===== src/hdl/wov_pkg.sv =====
// Shared types, constants and decode functions of the wavetable oscillator voice.
package wov_pkg;

    localparam int SAMPLE_W    = 16;
    localparam int PHASE_W     = 32;
    localparam int SLOT_W      = 4;
    localparam int ENTRY_W     = 12;
    localparam int CLS_W       = 2;
    localparam int NOTE_W      = 7;
    localparam int WAVE_ADDR_W = SLOT_W + ENTRY_W;
    localparam int RATE_ADDR_W = CLS_W + NOTE_W;
    localparam int WAVE_WORDS  = 1 << WAVE_ADDR_W;
    localparam int RATE_WORDS  = 384;

    // Result buffer and command queue depths.
    localparam int OUT_DEPTH = 4;
    localparam int OUT_PTR_W = $clog2(OUT_DEPTH);
    localparam int OUT_CNT_W = $clog2(OUT_DEPTH + 1);
    localparam int Q_DEPTH   = 2;
    localparam int Q_PTR_W   = $clog2(Q_DEPTH);
    localparam int Q_CNT_W   = $clog2(Q_DEPTH + 1);

    // Command codes of the input word.
    localparam logic [2:0] CMD_TICK     = 3'd0;
    localparam logic [2:0] CMD_NOTE_ON  = 3'd1;
    localparam logic [2:0] CMD_NOTE_OFF = 3'd2;
    localparam logic [2:0] CMD_WAVE_WR  = 3'd3;
    localparam logic [2:0] CMD_RATE_WR  = 3'd4;

    // Waveshape codes.
    localparam logic [1:0] SHAPE_SAW    = 2'd1;
    localparam logic [1:0] SHAPE_SQUARE = 2'd2;

    // Table size classes.
    localparam logic [CLS_W-1:0] CLS_4096 = 2'd0;
    localparam logic [CLS_W-1:0] CLS_2048 = 2'd1;
    localparam logic [CLS_W-1:0] CLS_1024 = 2'd2;

    localparam logic [PHASE_W-1:0] MASK_4096 = 32'h0fff_ffff;
    localparam logic [PHASE_W-1:0] MASK_2048 = 32'h07ff_ffff;
    localparam logic [PHASE_W-1:0] MASK_1024 = 32'h03ff_ffff;
    localparam logic [PHASE_W-1:0] PHASE_ONE = 32'h0001_0000;
    localparam logic [15:0]        FRAC_MAX  = 16'hffff;

    // note / 12 as (note * 171) >> 11, exact for all 7-bit notes.
    localparam logic [7:0] OCT_RECIP = 8'd171;
    localparam logic [3:0] OCT2_MIN  = 4'd3;
    localparam logic [3:0] OCT2_MAX  = 4'd10;
    localparam logic [3:0] OCT_BIAS  = 4'd2;

    typedef enum logic [2:0] {
        OP_NOP,
        OP_TICK,
        OP_NOTE_ON,
        OP_NOTE_REJ,
        OP_NOTE_OFF,
        OP_WAVE_WR,
        OP_RATE_WR
    } t_op_kind;

    typedef struct packed {
        t_op_kind                  kind;
        logic [SLOT_W-1:0]         slot;
        logic [CLS_W-1:0]          cls;
        logic [RATE_ADDR_W-1:0]    rate_addr;
        logic [WAVE_ADDR_W-1:0]    wave_addr;
        logic signed [SAMPLE_W-1:0] wave_value;
        logic [PHASE_W-1:0]        rate_value;
    } t_op;

    typedef struct packed {
        logic signed [SAMPLE_W-1:0] sample;
        logic                       playing;
        logic                       rejected;
    } t_result;

    function automatic logic [3:0] oct_plus2(input logic [NOTE_W-1:0] note);
        logic [14:0] prod;
        prod = {8'd0, note} * {7'd0, OCT_RECIP};
        return prod[14:11];
    endfunction

    function automatic logic [SLOT_W-1:0] slot_of(input logic [1:0] shape,
                                                  input logic [3:0] octave);
        logic [SLOT_W-1:0] slot;
        slot = '0;
        case (shape)
            SHAPE_SAW:    slot = (octave <= 4'd7) ? octave : '0;
            SHAPE_SQUARE: slot = (octave <= 4'd6) ? (octave + 4'd7) : '0;
            default:      slot = '0;
        endcase
        return slot;
    endfunction

    function automatic logic [CLS_W-1:0] cls_of(input logic [1:0] shape,
                                                input logic [3:0] octave);
        logic [CLS_W-1:0] cls;
        cls = CLS_4096;
        case (shape)
            SHAPE_SAW, SHAPE_SQUARE: begin
                if (octave <= 4'd2) begin
                    cls = CLS_4096;
                end else if (octave <= 4'd4) begin
                    cls = CLS_2048;
                end else begin
                    cls = CLS_1024;
                end
            end
            default: cls = CLS_4096;
        endcase
        return cls;
    endfunction

    function automatic logic [PHASE_W-1:0] mask_of(input logic [CLS_W-1:0] cls);
        logic [PHASE_W-1:0] mask;
        case (cls)
            CLS_4096: mask = MASK_4096;
            CLS_2048: mask = MASK_2048;
            default:  mask = MASK_1024;
        endcase
        return mask;
    endfunction

endpackage


===== src/hdl/wov_queue.sv =====
// Two-entry queue of decoded commands between the front and back ends.
module wov_queue (
    input  logic             i_clk,
    input  logic             i_rst_n,
    input  logic             i_push_valid,
    output logic             o_push_ready,
    input  wov_pkg::t_op     i_push_op,
    output logic             o_pop_valid,
    input  logic             i_pop_ready,
    output wov_pkg::t_op     o_pop_op
);

    wov_pkg::t_op                 r_q [wov_pkg::Q_DEPTH];
    logic [wov_pkg::Q_PTR_W-1:0]  r_wr_ptr;
    logic [wov_pkg::Q_PTR_W-1:0]  r_rd_ptr;
    logic [wov_pkg::Q_CNT_W-1:0]  r_cnt;
    logic                         push;
    logic                         pop;

    assign o_push_ready = r_cnt != wov_pkg::Q_CNT_W'(wov_pkg::Q_DEPTH);
    assign o_pop_valid  = r_cnt != '0;
    assign push         = i_push_valid && o_push_ready;
    assign pop          = o_pop_valid && i_pop_ready;
    assign o_pop_op     = r_q[r_rd_ptr];

    always_ff @(posedge i_clk) begin
        if (!i_rst_n) begin
            r_wr_ptr <= '0;
            r_rd_ptr <= '0;
            r_cnt    <= '0;
        end else begin
            if (push) begin
                r_wr_ptr <= r_wr_ptr + 1'b1;
            end
            if (pop) begin
                r_rd_ptr <= r_rd_ptr + 1'b1;
            end
            r_cnt <= r_cnt + wov_pkg::Q_CNT_W'(push) - wov_pkg::Q_CNT_W'(pop);
        end
    end

    always_ff @(posedge i_clk) begin
        if (push) begin
            r_q[r_wr_ptr] <= i_push_op;
        end
    end

endmodule


===== config.mk =====
export PLATFORM = sky130hd
export DESIGN_NAME = wov_queue
export DESIGN_NICKNAME = d
export VERILOG_FILES = /design/src/hdl/wov_pkg.sv /design/src/hdl/wov_queue.sv
export SDC_FILE = /design/constraint.sdc
export NUM_CORES = 1
export LEC_CHECK = 0
export BUFFER_PORTS_ARGS = -buffer_cell sky130_fd_sc_hd__buf_2
export CELL_PAD_IN_SITES_DETAIL_PLACEMENT = 0
export CELL_PAD_IN_SITES_GLOBAL_PLACEMENT = 1
export CORE_MARGIN = 2
export CORE_UTILIZATION = 40
export DETAILED_ROUTE_END_ITERATION = 10
export PLACE_DENSITY_LB_ADDON = 0.1
export RECOVER_POWER = 100
export SYNTH_ARGS = -nofsm -noshare
export SYNTH_HDL_FRONTEND = slang
export SYNTH_SLANG_ARGS = --single-unit

===== constraint.sdc =====
create_clock -name i_clk -period 3 [get_ports i_clk]
set_input_delay 0.45 -clock i_clk [delete_from_list [all_inputs] [get_ports i_clk]]
set_output_delay 0.45 -clock i_clk [all_outputs]
set_load 0.1 [all_outputs]

==> impl_results.md <==
- Status: finished clean
- Routed vias/inst: 4.51
- CP top delay family: buffers and inverters
- Unrepaired setup endpoints after global routing: false
- Yosys cell types: 25
- Layout cells sized above 1: 45.9%
- Required time worst endpoint: 2550 ps
- Internal: 0.00474 W
- Critical path's largest stage delay: 890 ps
- Synth Instances: 284
- Total GRT Usage: 14.0%
- CTS hold repair buffers: 0
- Period utilization: 86.5%
- Post-synth EDFFs: 164
- Critical Path AT: 2150 ps
- Crit Path Max Fanout: 24
- Clk network pwr share: 23.4%
- Synth top area cells: edfxtp_1, mux2_4, dfxtp_1
- Reg-to-Reg Start: r_cnt[0]$_SDFF_PN0_
- GPL Wtd Cong: 0.667
- Reg-to-reg setup timing slack: 670 ps
- Largest net degree at the start of global routing: 39
- Predominant post-synthesis flop cell: edfxtp_1
- Critical path class: reg2out
- Final Util: 50.9%
- Synth warnings: 0
- Leak pwr: 3.01 nW
- Synth Register Bits: 169
- Sequential-to-total area share from yosys stat: 77.2%
- Clk_lat worst skew: 420 ps
- Reg clk slew, reported paths: 60 ps
- Clk buf depth: 2
- Final WL: 11,600 µm
- Slew @ Worst Pin: 1220 ps
- Max Clk Rate: 385 MHz
- Final HPWL DP: 7840 µm
- Initial Utilization: 41.0%
- CTS tree: yes
- Final hold vios: 0
- NetSw: 0.00355 W
- WHS Endpoint: r_q[0][31]$_DFFE_PP_
- Die footprint: 17,300 µm²
- Clock skew: 5.87 ps
- Height of the die: 132 µm
- Pwr dens: 1030 nW/µm²
- Remaining DRCs: 0
- CP max-delay cell: clkbuf_1
- Synth top cells by count: edfxtp_1, mux2_4, buf_6
- Worst setup margin: 404 ps
- DRT Pass-1 Iters: 4
- Worst reg2reg path endpoint: r_q[0][60]$_DFFE_PP_
- Worst Setup Start Kind: flip-flop
- Port bufs: 169
- Crit-path cells: buf_12, mux2_4, clkbuf_1
- Initial antenna violation count: 1
- Gate power share: 41.0%
- Total power: 0.00830 W
- Worst setup EP type: output pin
- WP depth: 3
- Top cell type's share of synthesized area: 75.7%
- Total of max-cap violations: 0
- Layout Nets: 558
- Peak supply drop: 462 µV
- Vias in the first global route: 3,397
- Post-CTS Resized: 0
- Post-synth ARST share: 0%
- Post-placement setup slack: 1100 ps
- Num rows: 46
- Final setup viols: 0
- Worst R2R Path Depth: 4
- Sequential share of power: 35.6%
- Yosys top cell by area: edfxtp_1
- Layout area overhead: 24.2%
- Switching Share: 42.8%
- First-pass GRT wire length: 18,200 µm
- Synth Cell Area: 6510 µm²
- Slew margin rel.: 18.7%
- Core Area: 15,900 µm²
- Worst hold path class: in2reg
- WHS Path Cells: 1
- Via count: 3,162
- Post-Syn Area per Cell: 22.9 µm²
- Crit path buf inv count: 2
- Min Tclk post-route: 2600 ps
- GRT overflow: 0
- CTS Sinks: 169
- Top-count cell post-synth: edfxtp_1
- Antenna-violating nets left: 0
- H-Tree Depth: 4
- Fin. max-slew vios: 0
- DR WL/cell: 16.5 µm
- Chip width: 132 µm
- CTS Buf Count: 17
- Root buf cell: clkbuf_16
- Starting DRC count in detailed routing: 134
- Top-Level Pins: 170
- Setup TNS: 0 ps
- Hold_sp: i_push_op[31]
- Syn Nets: 371
- Post-CTS setup buffer count: 0
[worst max path at each step]
stage	endpoint	from
2_1_floorplan	r_q[0][0]$_DFFE_PP_	r_cnt[0]$_SDFF_PN0_
3_5_place_dp	r_q[1][21]$_DFFE_PP_	r_cnt[0]$_SDFF_PN0_
4_1_cts	o_pop_op[30]	flip-flop
6_report	o_pop_op[3]	flip-flop
3_3_place_gp	r_q[1][17]$_DFFE_PP_	r_cnt[0]$_SDFF_PN0_
5_1_grt	o_pop_op[0]	flip-flop
[stage by stage]
stage | instance area, µm² | hold WS, ps | cells
6_report | 8080 | 216 | 701
3_5_place_dp | 7650 | 578 | 668
4_1_cts | 8180 | 192 | 700
2_1_floorplan | 6520 | 549 | 284
3_3_place_gp | 7650 | 567 | 668
5_1_grt | 8080 | 196 | 700
[metal layers]
| metal | vias up | track usage, % | share of wire (%) |
|---|---|---|---|
| li1 | 1506 | - | - |
| met2 | 101 | 22.7 | 50 |
| met5 | - | 0 | 0 |
| met1 | 1539 | 16.5 | 41 |
| met4 | 0 | 6.34 | 1.7 |
| met3 | 16 | 5.75 | 7.1 |
[layout make-up]
cell class,instances,area [µm²]
Antenna cell,1,2.50
Clock buffer,23,448
Clock inverter,9,76.3
Fill cell,1382,7800
Inverter,1,5.00
Multi-Input combinational cell,105,1380
Sequential cell,169,5030
Tap cell,216,270
Timing Repair Buffer,177,868
[sequential cells by signal (all words and copies together), names as in the netlist, named ones only]
name and count:
r_rd_ptr 1, r_wr_ptr 1, r_q 164, r_cnt 2
[power groups by stage]
stage / Combinational (W) / Sequential (W) / Clock, W
floorplan: 0.00309 / 0.00298 / 0
global placement: 0.00347 / 0.00299 / 0
detailed placement: 0.00348 / 0.00301 / 0
CTS: 0.00348 / 0.00296 / 0.00201
global route: 0.00351 / 0.00298 / 0.00210
finish: 0.00340 / 0.00295 / 0.00194
[logic make-up (layout without fill, tap and decap cells)]
family,Yosys count,in the layout,share of synthesized area (%)
muxes,83,83,19.0
xor gates and xnor gates,1,1,0.135
buffers and inverters,10,210,1.56
DFF,169,169,77.2
AOI/OAI and AO/OA,7,7,0.827
other,0,1,0
adders and majority gates,1,1,0.192
and+or+nand+nor,13,13,1.13
[placed cells by master, fill, tap and decap left out, types with 2 or more instances in the layout]
cell type	instances
a21bo_1	2
and2_1	2
buf_12	4
buf_2	101
clkbuf_1	70
clkbuf_16	17
clkbuf_2	7
clkinv_1	3
clkinvlp_4	4
dfxtp_1	4
edfxtp_1	164
mux2_2	2
mux2_4	80
nand2b_1	2
nor2_1	2
o21ai_0	2
No activity file was read; power rests on OpenSTA's default activity.
