--- src/hdl/wov_pkg.sv ---
// Shared types, constants and decode functions of the wavetable oscillator voice.
package wov_pkg;

    localparam int SAMPLE_W    = 16;
    localparam int PHASE_W     = 32;
    localparam int SLOT_W      = 4;
    localparam int ENTRY_W     = 12;
    localparam int CLS_W       = 2;
    localparam int NOTE_W      = 7;
    localparam int WAVE_ADDR_W = SLOT_W + ENTRY_W;
    localparam int RATE_ADDR_W = CLS_W + NOTE_W;
    localparam int WAVE_WORDS  = 1 << WAVE_ADDR_W;
    localparam int RATE_WORDS  = 384;

    // Result buffer and command queue depths.
    localparam int OUT_DEPTH = 4;
    localparam int OUT_PTR_W = $clog2(OUT_DEPTH);
    localparam int OUT_CNT_W = $clog2(OUT_DEPTH + 1);
    localparam int Q_DEPTH   = 2;
    localparam int Q_PTR_W   = $clog2(Q_DEPTH);
    localparam int Q_CNT_W   = $clog2(Q_DEPTH + 1);

    // Command codes of the input word.
    localparam logic [2:0] CMD_TICK     = 3'd0;
    localparam logic [2:0] CMD_NOTE_ON  = 3'd1;
    localparam logic [2:0] CMD_NOTE_OFF = 3'd2;
    localparam logic [2:0] CMD_WAVE_WR  = 3'd3;
    localparam logic [2:0] CMD_RATE_WR  = 3'd4;

    // Waveshape codes.
    localparam logic [1:0] SHAPE_SAW    = 2'd1;
    localparam logic [1:0] SHAPE_SQUARE = 2'd2;

    // Table size classes.
    localparam logic [CLS_W-1:0] CLS_4096 = 2'd0;
    localparam logic [CLS_W-1:0] CLS_2048 = 2'd1;
    localparam logic [CLS_W-1:0] CLS_1024 = 2'd2;

    localparam logic [PHASE_W-1:0] MASK_4096 = 32'h0fff_ffff;
    localparam logic [PHASE_W-1:0] MASK_2048 = 32'h07ff_ffff;
    localparam logic [PHASE_W-1:0] MASK_1024 = 32'h03ff_ffff;
    localparam logic [PHASE_W-1:0] PHASE_ONE = 32'h0001_0000;
    localparam logic [15:0]        FRAC_MAX  = 16'hffff;

    // note / 12 as (note * 171) >> 11, exact for all 7-bit notes.
    localparam logic [7:0] OCT_RECIP = 8'd171;
    localparam logic [3:0] OCT2_MIN  = 4'd3;
    localparam logic [3:0] OCT2_MAX  = 4'd10;
    localparam logic [3:0] OCT_BIAS  = 4'd2;

    typedef enum logic [2:0] {
        OP_NOP,
        OP_TICK,
        OP_NOTE_ON,
        OP_NOTE_REJ,
        OP_NOTE_OFF,
        OP_WAVE_WR,
        OP_RATE_WR
    } t_op_kind;

    typedef struct packed {
        t_op_kind                  kind;
        logic [SLOT_W-1:0]         slot;
        logic [CLS_W-1:0]          cls;
        logic [RATE_ADDR_W-1:0]    rate_addr;
        logic [WAVE_ADDR_W-1:0]    wave_addr;
        logic signed [SAMPLE_W-1:0] wave_value;
        logic [PHASE_W-1:0]        rate_value;
    } t_op;

    typedef struct packed {
        logic signed [SAMPLE_W-1:0] sample;
        logic                       playing;
        logic                       rejected;
    } t_result;

    function automatic logic [3:0] oct_plus2(input logic [NOTE_W-1:0] note);
        logic [14:0] prod;
        prod = {8'd0, note} * {7'd0, OCT_RECIP};
        return prod[14:11];
    endfunction

    function automatic logic [SLOT_W-1:0] slot_of(input logic [1:0] shape,
                                                  input logic [3:0] octave);
        logic [SLOT_W-1:0] slot;
        slot = '0;
        case (shape)
            SHAPE_SAW:    slot = (octave <= 4'd7) ? octave : '0;
            SHAPE_SQUARE: slot = (octave <= 4'd6) ? (octave + 4'd7) : '0;
            default:      slot = '0;
        endcase
        return slot;
    endfunction

    function automatic logic [CLS_W-1:0] cls_of(input logic [1:0] shape,
                                                input logic [3:0] octave);
        logic [CLS_W-1:0] cls;
        cls = CLS_4096;
        case (shape)
            SHAPE_SAW, SHAPE_SQUARE: begin
                if (octave <= 4'd2) begin
                    cls = CLS_4096;
                end else if (octave <= 4'd4) begin
                    cls = CLS_2048;
                end else begin
                    cls = CLS_1024;
                end
            end
            default: cls = CLS_4096;
        endcase
        return cls;
    endfunction

    function automatic logic [PHASE_W-1:0] mask_of(input logic [CLS_W-1:0] cls);
        logic [PHASE_W-1:0] mask;
        case (cls)
            CLS_4096: mask = MASK_4096;
            CLS_2048: mask = MASK_2048;
            default:  mask = MASK_1024;
        endcase
        return mask;
    endfunction

endpackage

--- src/hdl/wov_if.sv ---
// Handshake channels of the voice: command words in, result words out.
interface wov_in_if;
    logic                valid;
    logic                ready;
    logic [2:0]          command;
    logic [6:0]          note;
    logic [15:0]         wave_address;
    logic signed [15:0]  wave_value;
    logic [8:0]          rate_address;
    logic [31:0]         rate_value;

    modport source (output valid, command, note, wave_address, wave_value,
                    rate_address, rate_value, input ready);
    modport sink (input valid, command, note, wave_address, wave_value,
                  rate_address, rate_value, output ready);
endinterface


--- src/hdl/wov_front.sv ---
// Front end: accepts command words, holds the waveshape register and decodes each word.
module wov_front (
    input  logic             i_clk,
    input  logic             i_rst_n,
    input  logic             i_cfg_we,
    input  logic [1:0]       i_cfg_wdata,
    wov_in_if.sink           i_in,
    output logic             o_op_valid,
    input  logic             i_op_ready,
    output wov_pkg::t_op     o_op
);

    logic [1:0]    r_waveshape;
    logic          r_valid;
    wov_pkg::t_op  r_op;
    wov_pkg::t_op  n_op;
    logic          accept;
    logic [3:0]    oct2;
    logic [3:0]    octave;
    logic          in_range;
    logic [wov_pkg::CLS_W-1:0] note_cls;

    assign i_in.ready = !r_valid || i_op_ready;
    assign accept     = i_in.valid && i_in.ready;

    assign oct2     = wov_pkg::oct_plus2(i_in.note);
    assign octave   = oct2 - wov_pkg::OCT_BIAS;
    assign in_range = (oct2 >= wov_pkg::OCT2_MIN) && (oct2 <= wov_pkg::OCT2_MAX);
    assign note_cls = wov_pkg::cls_of(r_waveshape, octave);

    always_comb begin
        n_op            = '0;
        n_op.kind       = wov_pkg::OP_NOP;
        n_op.wave_addr  = i_in.wave_address;
        n_op.wave_value = i_in.wave_value;
        n_op.rate_value = i_in.rate_value;
        n_op.rate_addr  = i_in.rate_address;
        unique case (i_in.command)
            wov_pkg::CMD_TICK: begin
                n_op.kind = wov_pkg::OP_TICK;
            end
            wov_pkg::CMD_NOTE_ON: begin
                if (in_range) begin
                    n_op.kind      = wov_pkg::OP_NOTE_ON;
                    n_op.slot      = wov_pkg::slot_of(r_waveshape, octave);
                    n_op.cls       = note_cls;
                    n_op.rate_addr = {note_cls, i_in.note};
                end else begin
                    n_op.kind = wov_pkg::OP_NOTE_REJ;
                end
            end
            wov_pkg::CMD_NOTE_OFF: begin
                n_op.kind = wov_pkg::OP_NOTE_OFF;
            end
            wov_pkg::CMD_WAVE_WR: begin
                n_op.kind = wov_pkg::OP_WAVE_WR;
            end
            wov_pkg::CMD_RATE_WR: begin
                // Writes past the end of the rate store are dropped.
                if (i_in.rate_address < wov_pkg::RATE_ADDR_W'(wov_pkg::RATE_WORDS)) begin
                    n_op.kind = wov_pkg::OP_RATE_WR;
                end
            end
            default: begin
                n_op.kind = wov_pkg::OP_NOP;
            end
        endcase
    end

    always_ff @(posedge i_clk) begin
        if (!i_rst_n) begin
            r_valid     <= 1'b0;
            r_waveshape <= '0;
        end else begin
            if (i_cfg_we) begin
                r_waveshape <= i_cfg_wdata;
            end
            if (accept) begin
                r_valid <= 1'b1;
            end else if (i_op_ready) begin
                r_valid <= 1'b0;
            end
        end
    end

    always_ff @(posedge i_clk) begin
        if (accept) begin
            r_op <= n_op;
        end
    end

    assign o_op_valid = r_valid;
    assign o_op       = r_op;

endmodule

--- src/flat_wrapper.sv ---
// flat-port wrapper written by rule: the top's interface ports become plain ports
module wov_front_flat 
  (i_clk, i_rst_n, i_cfg_we, i_cfg_wdata, o_op_valid, i_op_ready, o_op, i_in_valid, i_in_command, i_in_note, i_in_wave_address, i_in_wave_value, i_in_rate_address, i_in_rate_value, i_in_ready);
  wov_in_if i_in_i ();
  input  logic i_clk;
  input  logic i_rst_n;
  input  logic i_cfg_we;
  input  logic [1:0] i_cfg_wdata;
  output logic o_op_valid;
  input  logic i_op_ready;
  output wov_pkg::t_op o_op;
  input wire logic [$bits(i_in_i.valid)-1:0] i_in_valid;
  input wire logic [$bits(i_in_i.command)-1:0] i_in_command;
  input wire logic [$bits(i_in_i.note)-1:0] i_in_note;
  input wire logic [$bits(i_in_i.wave_address)-1:0] i_in_wave_address;
  input wire logic [$bits(i_in_i.wave_value)-1:0] i_in_wave_value;
  input wire logic [$bits(i_in_i.rate_address)-1:0] i_in_rate_address;
  input wire logic [$bits(i_in_i.rate_value)-1:0] i_in_rate_value;
  output wire logic [$bits(i_in_i.ready)-1:0] i_in_ready;
  assign i_in_i.valid = i_in_valid;
  assign i_in_i.command = i_in_command;
  assign i_in_i.note = i_in_note;
  assign i_in_i.wave_address = i_in_wave_address;
  assign i_in_i.wave_value = i_in_wave_value;
  assign i_in_i.rate_address = i_in_rate_address;
  assign i_in_i.rate_value = i_in_rate_value;
  assign i_in_ready = i_in_i.ready;
  wov_front u_core (.i_clk(i_clk), .i_rst_n(i_rst_n), .i_cfg_we(i_cfg_we), .i_cfg_wdata(i_cfg_wdata), .i_in(i_in_i), .o_op_valid(o_op_valid), .i_op_ready(i_op_ready), .o_op(o_op));
endmodule
--- config.mk ---
export PLATFORM = sky130hd
export DESIGN_NAME = wov_front_flat
export DESIGN_NICKNAME = d
export VERILOG_FILES = /design/src/hdl/wov_pkg.sv /design/src/hdl/wov_if.sv /design/src/hdl/wov_front.sv /design/src/flat_wrapper.sv
export SDC_FILE = /design/constraint.sdc
export NUM_CORES = 1
export LEC_CHECK = 0
export BUFFER_PORTS_ARGS = -buffer_cell sky130_fd_sc_hd__buf_2
export CAP_MARGIN = 5
export CORE_UTILIZATION = 40
export DETAILED_ROUTE_END_ITERATION = 16
export PLACE_DENSITY = 0.74
export RECOVER_POWER = 100
export SYNTH_ARGS = -nofsm -noshare
export SYNTH_HDL_FRONTEND = slang
export SYNTH_SLANG_ARGS = --single-unit
export TNS_END_PERCENT = 30
--- constraint.sdc ---
create_clock -name i_clk -period 6.75 [get_ports i_clk]
set_input_delay 0.675 -clock i_clk [delete_from_list [all_inputs] [get_ports i_clk]]
set_output_delay 0.675 -clock i_clk [all_outputs]
set_load 0.03 [all_outputs]
==> flow_summary_export.csv, run 1 <==
group,metric,value,unit
drt,wl_per_cell,15.9,um
drt,via_per_inst,4.94,
layout,final_cells,597,
sta,min_period,5.56,ns
sta,slew_violations,83,
placement,portBuffers,173,
logic_synthesis,yosysWarnings,0,
clock_network,root_buffer,"clkbuf_8",
power_and_ir_drop,leakagePower,2.11,nW
logic_synthesis,synth_seq_cells,85,
critical_path,path_cells,"clkbuf_1, ha_1, fa_1, inv_1, fa_1, inv_1, fa_1, ha_1, and4_2, and3_1, a211oi_1, xnor2_1, inv_1, ha_1, a211o_1, and3_1, mux2_1",
clock_network,cts_resized,0,
critical_path,crit_cells,17,
logic_synthesis,seq_area_frac_synth,0.608,
placement,gp_congestion,0.859,
critical_path,cp.required,6.85,ns
critical_path,max_stage_delay,0.52,ns
logic_synthesis,synth_edf_count,82,
floorplan,io_pins,174,
clock_network,cts_max_path_buffers,2,
flow_run,cap_violations,1,
sta,fin_worst_skew,0.00410,ns
logic_synthesis,ys.flop_type,"edfxtp_1",
floorplan,die_w,104,um
global_route,grt_usage,0.182,
logic_synthesis,syn_area_per_cell,15.0,sq um
drt,vias,2952,
global_route,grt_pass1_wl,15.2,mm
power_and_ir_drop,ir_drop,0.124,mV
floorplan,die_h,104,um
critical_path,r2r_cells,2,
clock_network,cts_tree,"yes",
critical_path,crit_type,"input port to flip-flop",
clock_network,cts_setup_buffers,0,
clock_network,cts_max_level,3,
sta,timing.slew.headroom,-2.33,
logic_synthesis,syn-num-nets,416,
power_and_ir_drop,powerDensity,269,nW/um^2
sta,rsz0062_at_grt,"no",
floorplan,dieArea,10800,sq um
critical_path,worstPathArrival,5.65,ns
logic_synthesis,synthCells,276,
layout,areaGrowthSynthToFinish,25.0,%
sta,setup_viol,0,
clock_network,ctsHoldBuffers,0,
clock_network,clk_pin_slew,0.08,ns
drt,routed_wl,9.52,mm
critical_path,cp-start-kind,"input port",
placement,hpwl,7.60,mm
drt,drtPass1Iterations,4,
outcome,violations,"max-capacitance violations, max-slew violations",
global_route,overflow,0,
logic_synthesis,synth_cell_types,52,
critical_path,crit_family,"adder cells",
drt,drt_iter0_markers,189,
logic_synthesis,synthArstFlopShare,0,
clock_network,cts_num_sinks,85,
layout,layout.nets,599,
worst_hold_path,whs_path_depth,1,
floorplan,rows,36,
global_route,grt_max_degree,83,
critical_path,critPathBufInv,4,
logic_synthesis,synth_area,4150,sq um
sta,fin_crit_sh,0.823,
critical_path,cpMaxStageDelayCell,"fa_1",
outcome,outcome,"complete, but fails checks",
layout,num_antenna_cells,0,
critical_path,worstSetupEndpointType,"flip-flop",
worst_hold_path,min_path_type,"input port to flip-flop",
power_and_ir_drop,power.total,1.39,mW
global_route,grt_pass1_vias,3016,
sta,fmax,0.180,GHz
sta,worstMarginPinSlew,4.99,ns
clock_network,cts_buffers,9,
drt,drc,0,
layout,drive_above_1_share,0.235,
sta,finalSetupTns,0,ns
global_route,antenna_found_initial,0,
sta,finalHoldViolCount,0,
floorplan,initial_utilization,0.419,
critical_path,cp_max_fo,6,
clock_network,clk_latency,0.35,ns
floorplan,core-area,9910,sq um
placement,dp_cells,581,
drt,postRouteAntennaNets,0,
[worst paths after layout]
check	from	to	slack, ns
setup / recovery	i_in_note[4]	u_core.o_op[68]	1.19
hold / removal	i_in_wave_address[1]	u_core.o_op[49]	0.50
hold reg to reg	u_core.o_op_valid	u_core.o_op_valid	0.53
setup reg to reg	u_core.o_op_valid	u_core.o_op[70]	2.22
[report_power, final]
part | internal (mW) | switching, mW
registers | 0.622 | 0.00848
logic | 0.161 | 0.306
clock network | 0.131 | 0.166
total | 0.913 | 0.481
[area by class of cell]
| class | instances | area, sq um |
|---|---|---|
| Tap cell | 133 | 166 |
| Sequential cell | 85 | 2520 |
| Fill cell | 941 | 4720 |
| Timing Repair Buffer | 173 | 756 |
| Clock buffer | 11 | 131 |
| Multi-Input combinational cell | 163 | 1480 |
| Clock inverter | 5 | 27.5 |
| Inverter | 27 | 101 |
[per-layer routing]
| layer | wire, um | track usage | vias up |
|---|---|---|---|
| met5 | 0 | 0 | - |
| met4 | 211 | 0.0796 | 0 |
| met3 | 595 | 0.0384 | 19 |
| met2 | 5000 | 0.330 | 117 |
| met1 | 3710 | 0.207 | 1400 |
| li1 | - | - | 1416 |
[layout by cell type, fill, tap and decap left out, types with 4 or more instances in the layout]
cell type and n:
clkbuf_1 90, buf_2 85, edfxtp_1 82, ha_1 41
inv_1 26, nand2_1 12, a21oi_1 12, fa_1 9
clkbuf_8 9, nor2b_1 7, nand3_1 6, nand2b_1 5
o21ai_0 5, and3_1 4, a211oi_1 4, mux2i_1 4
nor2_1 4, mux2_2 4, mux2_1 4
[synthesized netlist by cell type, types with 4 or more instances]
cell       n  area share
nand2b_1   5      0.0075
o21ai_0    5      0.0060
fa_1       9       0.043
a21oi_1   12       0.014
nand2_1   12       0.011
ha_1      41        0.12
inv_1     25       0.023
mux2_4     4       0.014
nor2b_1    7       0.011
mux2_2     4       0.011
nor2_1     4      0.0036
edfxtp_1  82        0.59
mux2i_1    4      0.0097
nand3_1    6      0.0072
[through the flow]
| stage | worst slack, ns | cell area, sq um | hold WS [ns] | utilization |
|---|---|---|---|---|
| 6_report | 1.19 | 5180 | 0.495 | 0.523 |
| 5_1_grt | 0.905 | 5180 | 0.471 | 0.523 |
| 4_1_cts | 1.56 | 5330 | 0.475 | 0.538 |
| 3_5_place_dp | 1.17 | 5170 | 0.523 | 0.522 |
| 3_3_place_gp | 1.28 | 5170 | 0.511 | 0.522 |
| 2_1_floorplan | 1.57 | 4150 | 0.509 | - |
[worst reg2reg max path, stage by stage (launching register included)]
cell and delay (ns):
dfxtp_1 0.32, nand2b_1 0.09, and2_0 3.55
[registers in the layout (all words and copies together), names as in the netlist]
register / cells
u_core.r_waveshape: 2
u_core.o_op: 82
u_core.o_op_valid: 1
[cells by family after synthesis]
kind of cell	synth area share
xor gates and xnor gates	0.00633
AOI/OAI and AO/OA	0.0751
adders and majority gates	0.167
muxes	0.0350
buffers and inverters	0.0271
and+or+nand+nor	0.0814
DFF	0.608
Note: power is estimated with default switching activity, not from simulation.
==> inputs of run 2 (changes only) <==
- ABC_AREA: default -> 1
- PLACE_DENSITY: 0.74 -> 0.73
- clock period: 6.75 -> 5.65 ns (I/O delays scaled with it)
==> run 2 against run 1 <==
Against the previous run: the run still ends with max-capacitance violations, max-slew violations left; largest power group unchanged; utilization is 0.49 points lower; critical path depth is 5 higher; area after synthesis is 1.1% higher; non-clock buffer count is 1 higher; critical endpoint is now u_core.o_op[67]; power is 24% higher; setup slack worse by 0.35 ns; routed wire length is 3.9% lower; die area is 1.1% higher; highest routed layer unchanged; critical path type unchanged.
==> flow_summary_export.csv, run 2 <==
group,metric,value,unit
sta,fin_crit_sh,0.851,
clock_network,cts_tree,"yes",
logic_synthesis,synth_seq_cells,85,
sta,rsz0062_at_grt,"no",
logic_synthesis,syn-num-nets,491,
clock_network,cts_max_level,3,
sta,holdWs,0.379,ns
critical_path,cp_max_fo,11,
global_route,grt_max_degree,83,
layout,final_area,5300,sq um
clock_network,clk_pin_slew,0.09,ns
placement,hpwl,7.33,mm
floorplan,die_w,104,um
global_route,antenna_found_initial,0,
outcome,outcome,"complete, but fails checks",
logic_synthesis,synth_fa_ha_area_frac,0.165,
power_and_ir_drop,p_clk_frac,0.236,
sta,worstMarginPinSlew,4.10,ns
drt,highest_layer,"met4",
clock_network,cts_max_path_buffers,2,
power_and_ir_drop,p_comb_frac,0.329,
logic_synthesis,post_synth_xor_area_fraction,0.00209,
logic_synthesis,yosys.cell_count.top_type,"nand2_1",
logic_synthesis,synth_top_family_by_area,"adder cells",
logic_synthesis,synth_mux_area_frac,0,
sta,timing.slew.headroom,-1.73,
sta,finalHoldViolCount,0,
layout,layout.nets,675,
logic_synthesis,synthCells,351,
clock_network,ctsHoldBuffers,0,
sta,min_period,4.81,ns
critical_path,worstSetupEndpointType,"flip-flop",
drt,routed_wl,9.14,mm
floorplan,die_h,104,um
power_and_ir_drop,ir_drop,0.165,mV
clock_network,cts_resized,0,
power_and_ir_drop,p_int,1.13,mW
sta,setup_slack,0.843,ns
critical_path,cp-start-kind,"input port",
drt,wl_met2,4.80,mm
sta,setup_viol,0,
power_and_ir_drop,leakagePower,2.45,nW
floorplan,dieArea,10900,sq um
layout,final_cells,676,
placement,dp_cells,660,
logic_synthesis,syn_area_per_cell,12.0,sq um
flow_run,cap_violations,1,
layout,areaGrowthSynthToFinish,26.4,%
logic_synthesis,synth-compound-area-share,0.0271,
critical_path,reg2reg_to,"u_core.o_op[10]",
drt,postRouteAntennaNets,0,
logic_synthesis,synth_top_area_share,0.587,
drt,via_per_inst,4.56,
logic_synthesis,ys.flop_type,"edfxtp_1",
global_route,grt_pass1_wl,14.9,mm
drt,drc,0,
layout,fin_util,0.518,
drt,drt_iter0_markers,209,
worst_hold_path,min_path_type,"input port to flip-flop",
sta,finalSetupTns,0,ns
power_and_ir_drop,power.total,1.73,mW
drt,wl_met3,580,um
layout,fillers,948,
logic_synthesis,synth_edf_count,82,
drt,vias,3082,
placement,place_ws,0.605,ns
layout,drive_above_1_share,0.220,
clock_network,clk_latency,0.35,ns
critical_path,cp.required,5.76,ns
sta,fmax,0.208,GHz
logic_synthesis,synth_area,4200,sq um
outcome,violations,"max-capacitance violations, max-slew violations",
power_and_ir_drop,powerDensity,326,nW/um^2
clock_network,cts_buffers,9,
critical_path,r2r_setup_slack,1.72,ns
global_route,grt_pass1_vias,3179,
floorplan,io_pins,174,
critical_path,r2r_cells,2,
worst_hold_path,hold_path_end,"u_core.o_op[48]",
global_route,grt_usage,0.177,
floorplan,core-area,10200,sq um
logic_synthesis,yosysWarnings,0,
sta,slew_violations,83,
logic_synthesis,seq_area_frac_synth,0.601,
clock_network,cts_num_sinks,85,
drt,wl_per_cell,13.5,um
logic_synthesis,synth_top_area_cell,"edfxtp_1",
layout,layout_common_cells,"buf_2, clkbuf_1, nand2_1, edfxtp_1, inv_1",
logic_synthesis,synth_commonest_cells,"nand2_1, edfxtp_1, inv_1, ha_1, nand3_1",
sta,fin_worst_skew,0.00556,ns
placement,portBuffers,173,
drt,wl_met1,3.56,mm
global_route,overflow,0,
layout,largest_register_ffs,82,
power_and_ir_drop,p_sw_frac,0.346,
floorplan,initial_utilization,0.410,
layout,num_antenna_cells,0,
placement,gp_congestion,0.856,
placement,place_area,5240,sq um
clock_network,cts_setup_buffers,0,
logic_synthesis,synthArstFlopShare,0,
logic_synthesis,synth_cell_types,27,
critical_path,rr_startpoint,"u_core.o_op_valid",
worst_hold_path,whs_path_depth,1,
worst_hold_path,hold_path_startpoint,"i_in_wave_address[0]",
drt,drtPass1Iterations,4,
logic_synthesis,yosys.area_share.simple,0.147,
floorplan,rows,37,
clock_network,root_buffer,"clkbuf_8",
power_and_ir_drop,pwr-share-seq,0.435,
critical_path,crit_type,"input port to flip-flop",
logic_synthesis,synthTopCellsByArea,"edfxtp_1, ha_1, nand2_1",
critical_path,worstPathArrival,4.91,ns
power_and_ir_drop,p_sw,598,uW
## run 2: critical path, cell delays in order
cell and delay [ns]:
clkbuf_1 0.13, ha_1 0.37, fa_1 0.53, inv_1 0.06, fa_1 0.50, inv_1 0.05, fa_1 0.45, ha_1 0.33
nand2_1 0.10, nor2_1 0.12, nand3_1 0.10, nand3_1 0.10, nand2_1 0.05, nand2_1 0.22, inv_1 0.16, ha_1 0.22
nand2_1 0.08, nand3_1 0.12, nand3_1 0.33, inv_1 0.18, nand2_1 0.10, nand2_1 0.05
## run 2: layout make-up
type	instances	area (sq um)	area share
flip-flops and latches	85	2520	0.476
multi-input cells	203	1430	0.269
repair buffers	174	762	0.144
inverters	62	233	0.0439
well taps	136	170	0.0321
clock buffers	9	124	0.0234
clock inverters	7	65.1	0.0123
## run 2: how the worst max path moves through the flow
stage,startpoint,end,slack (ns)
global route,i_in_note[4],u_core.o_op[67],0.43
floorplan,i_in_valid,u_core.o_op[0],0.53
CTS,i_in_note[4],u_core.o_op[67],0.99
finish,i_in_note[4],u_core.o_op[67],0.84
detailed placement,i_in_note[4],u_core.o_op[67],0.60
global placement,i_in_note[4],u_core.o_op[67],0.73
## run 2: cell families (layout without fill, tap and decap cells)
logic type      after synthesis  after routing
compound gates               20             20
xor+xnor                      1              1
fa+ha+maj                    50             50
buf+inv                      63            252
flops                        85             85
simple gates                132            132
## run 2: per-layer routing
metal  vias up  track usage
li1       1549            -
met1      1415        0.191
met2       103        0.332
met3        15       0.0407
met4         0       0.0663
met5         -            0
## run 2: power by group through the flow
| stage | Sequential [mW] | Combinational [mW] | Clock [mW] |
|---|---|---|---|
| 2_1_floorplan | 0.845 | 0.358 | 0 |
| 3_3_place_gp | 0.761 | 0.577 | 0 |
| 3_5_place_dp | 0.762 | 0.591 | 0 |
| 4_1_cts | 0.748 | 0.594 | 0.418 |
| 5_1_grt | 0.757 | 0.660 | 0.443 |
| 6_report | 0.752 | 0.570 | 0.408 |
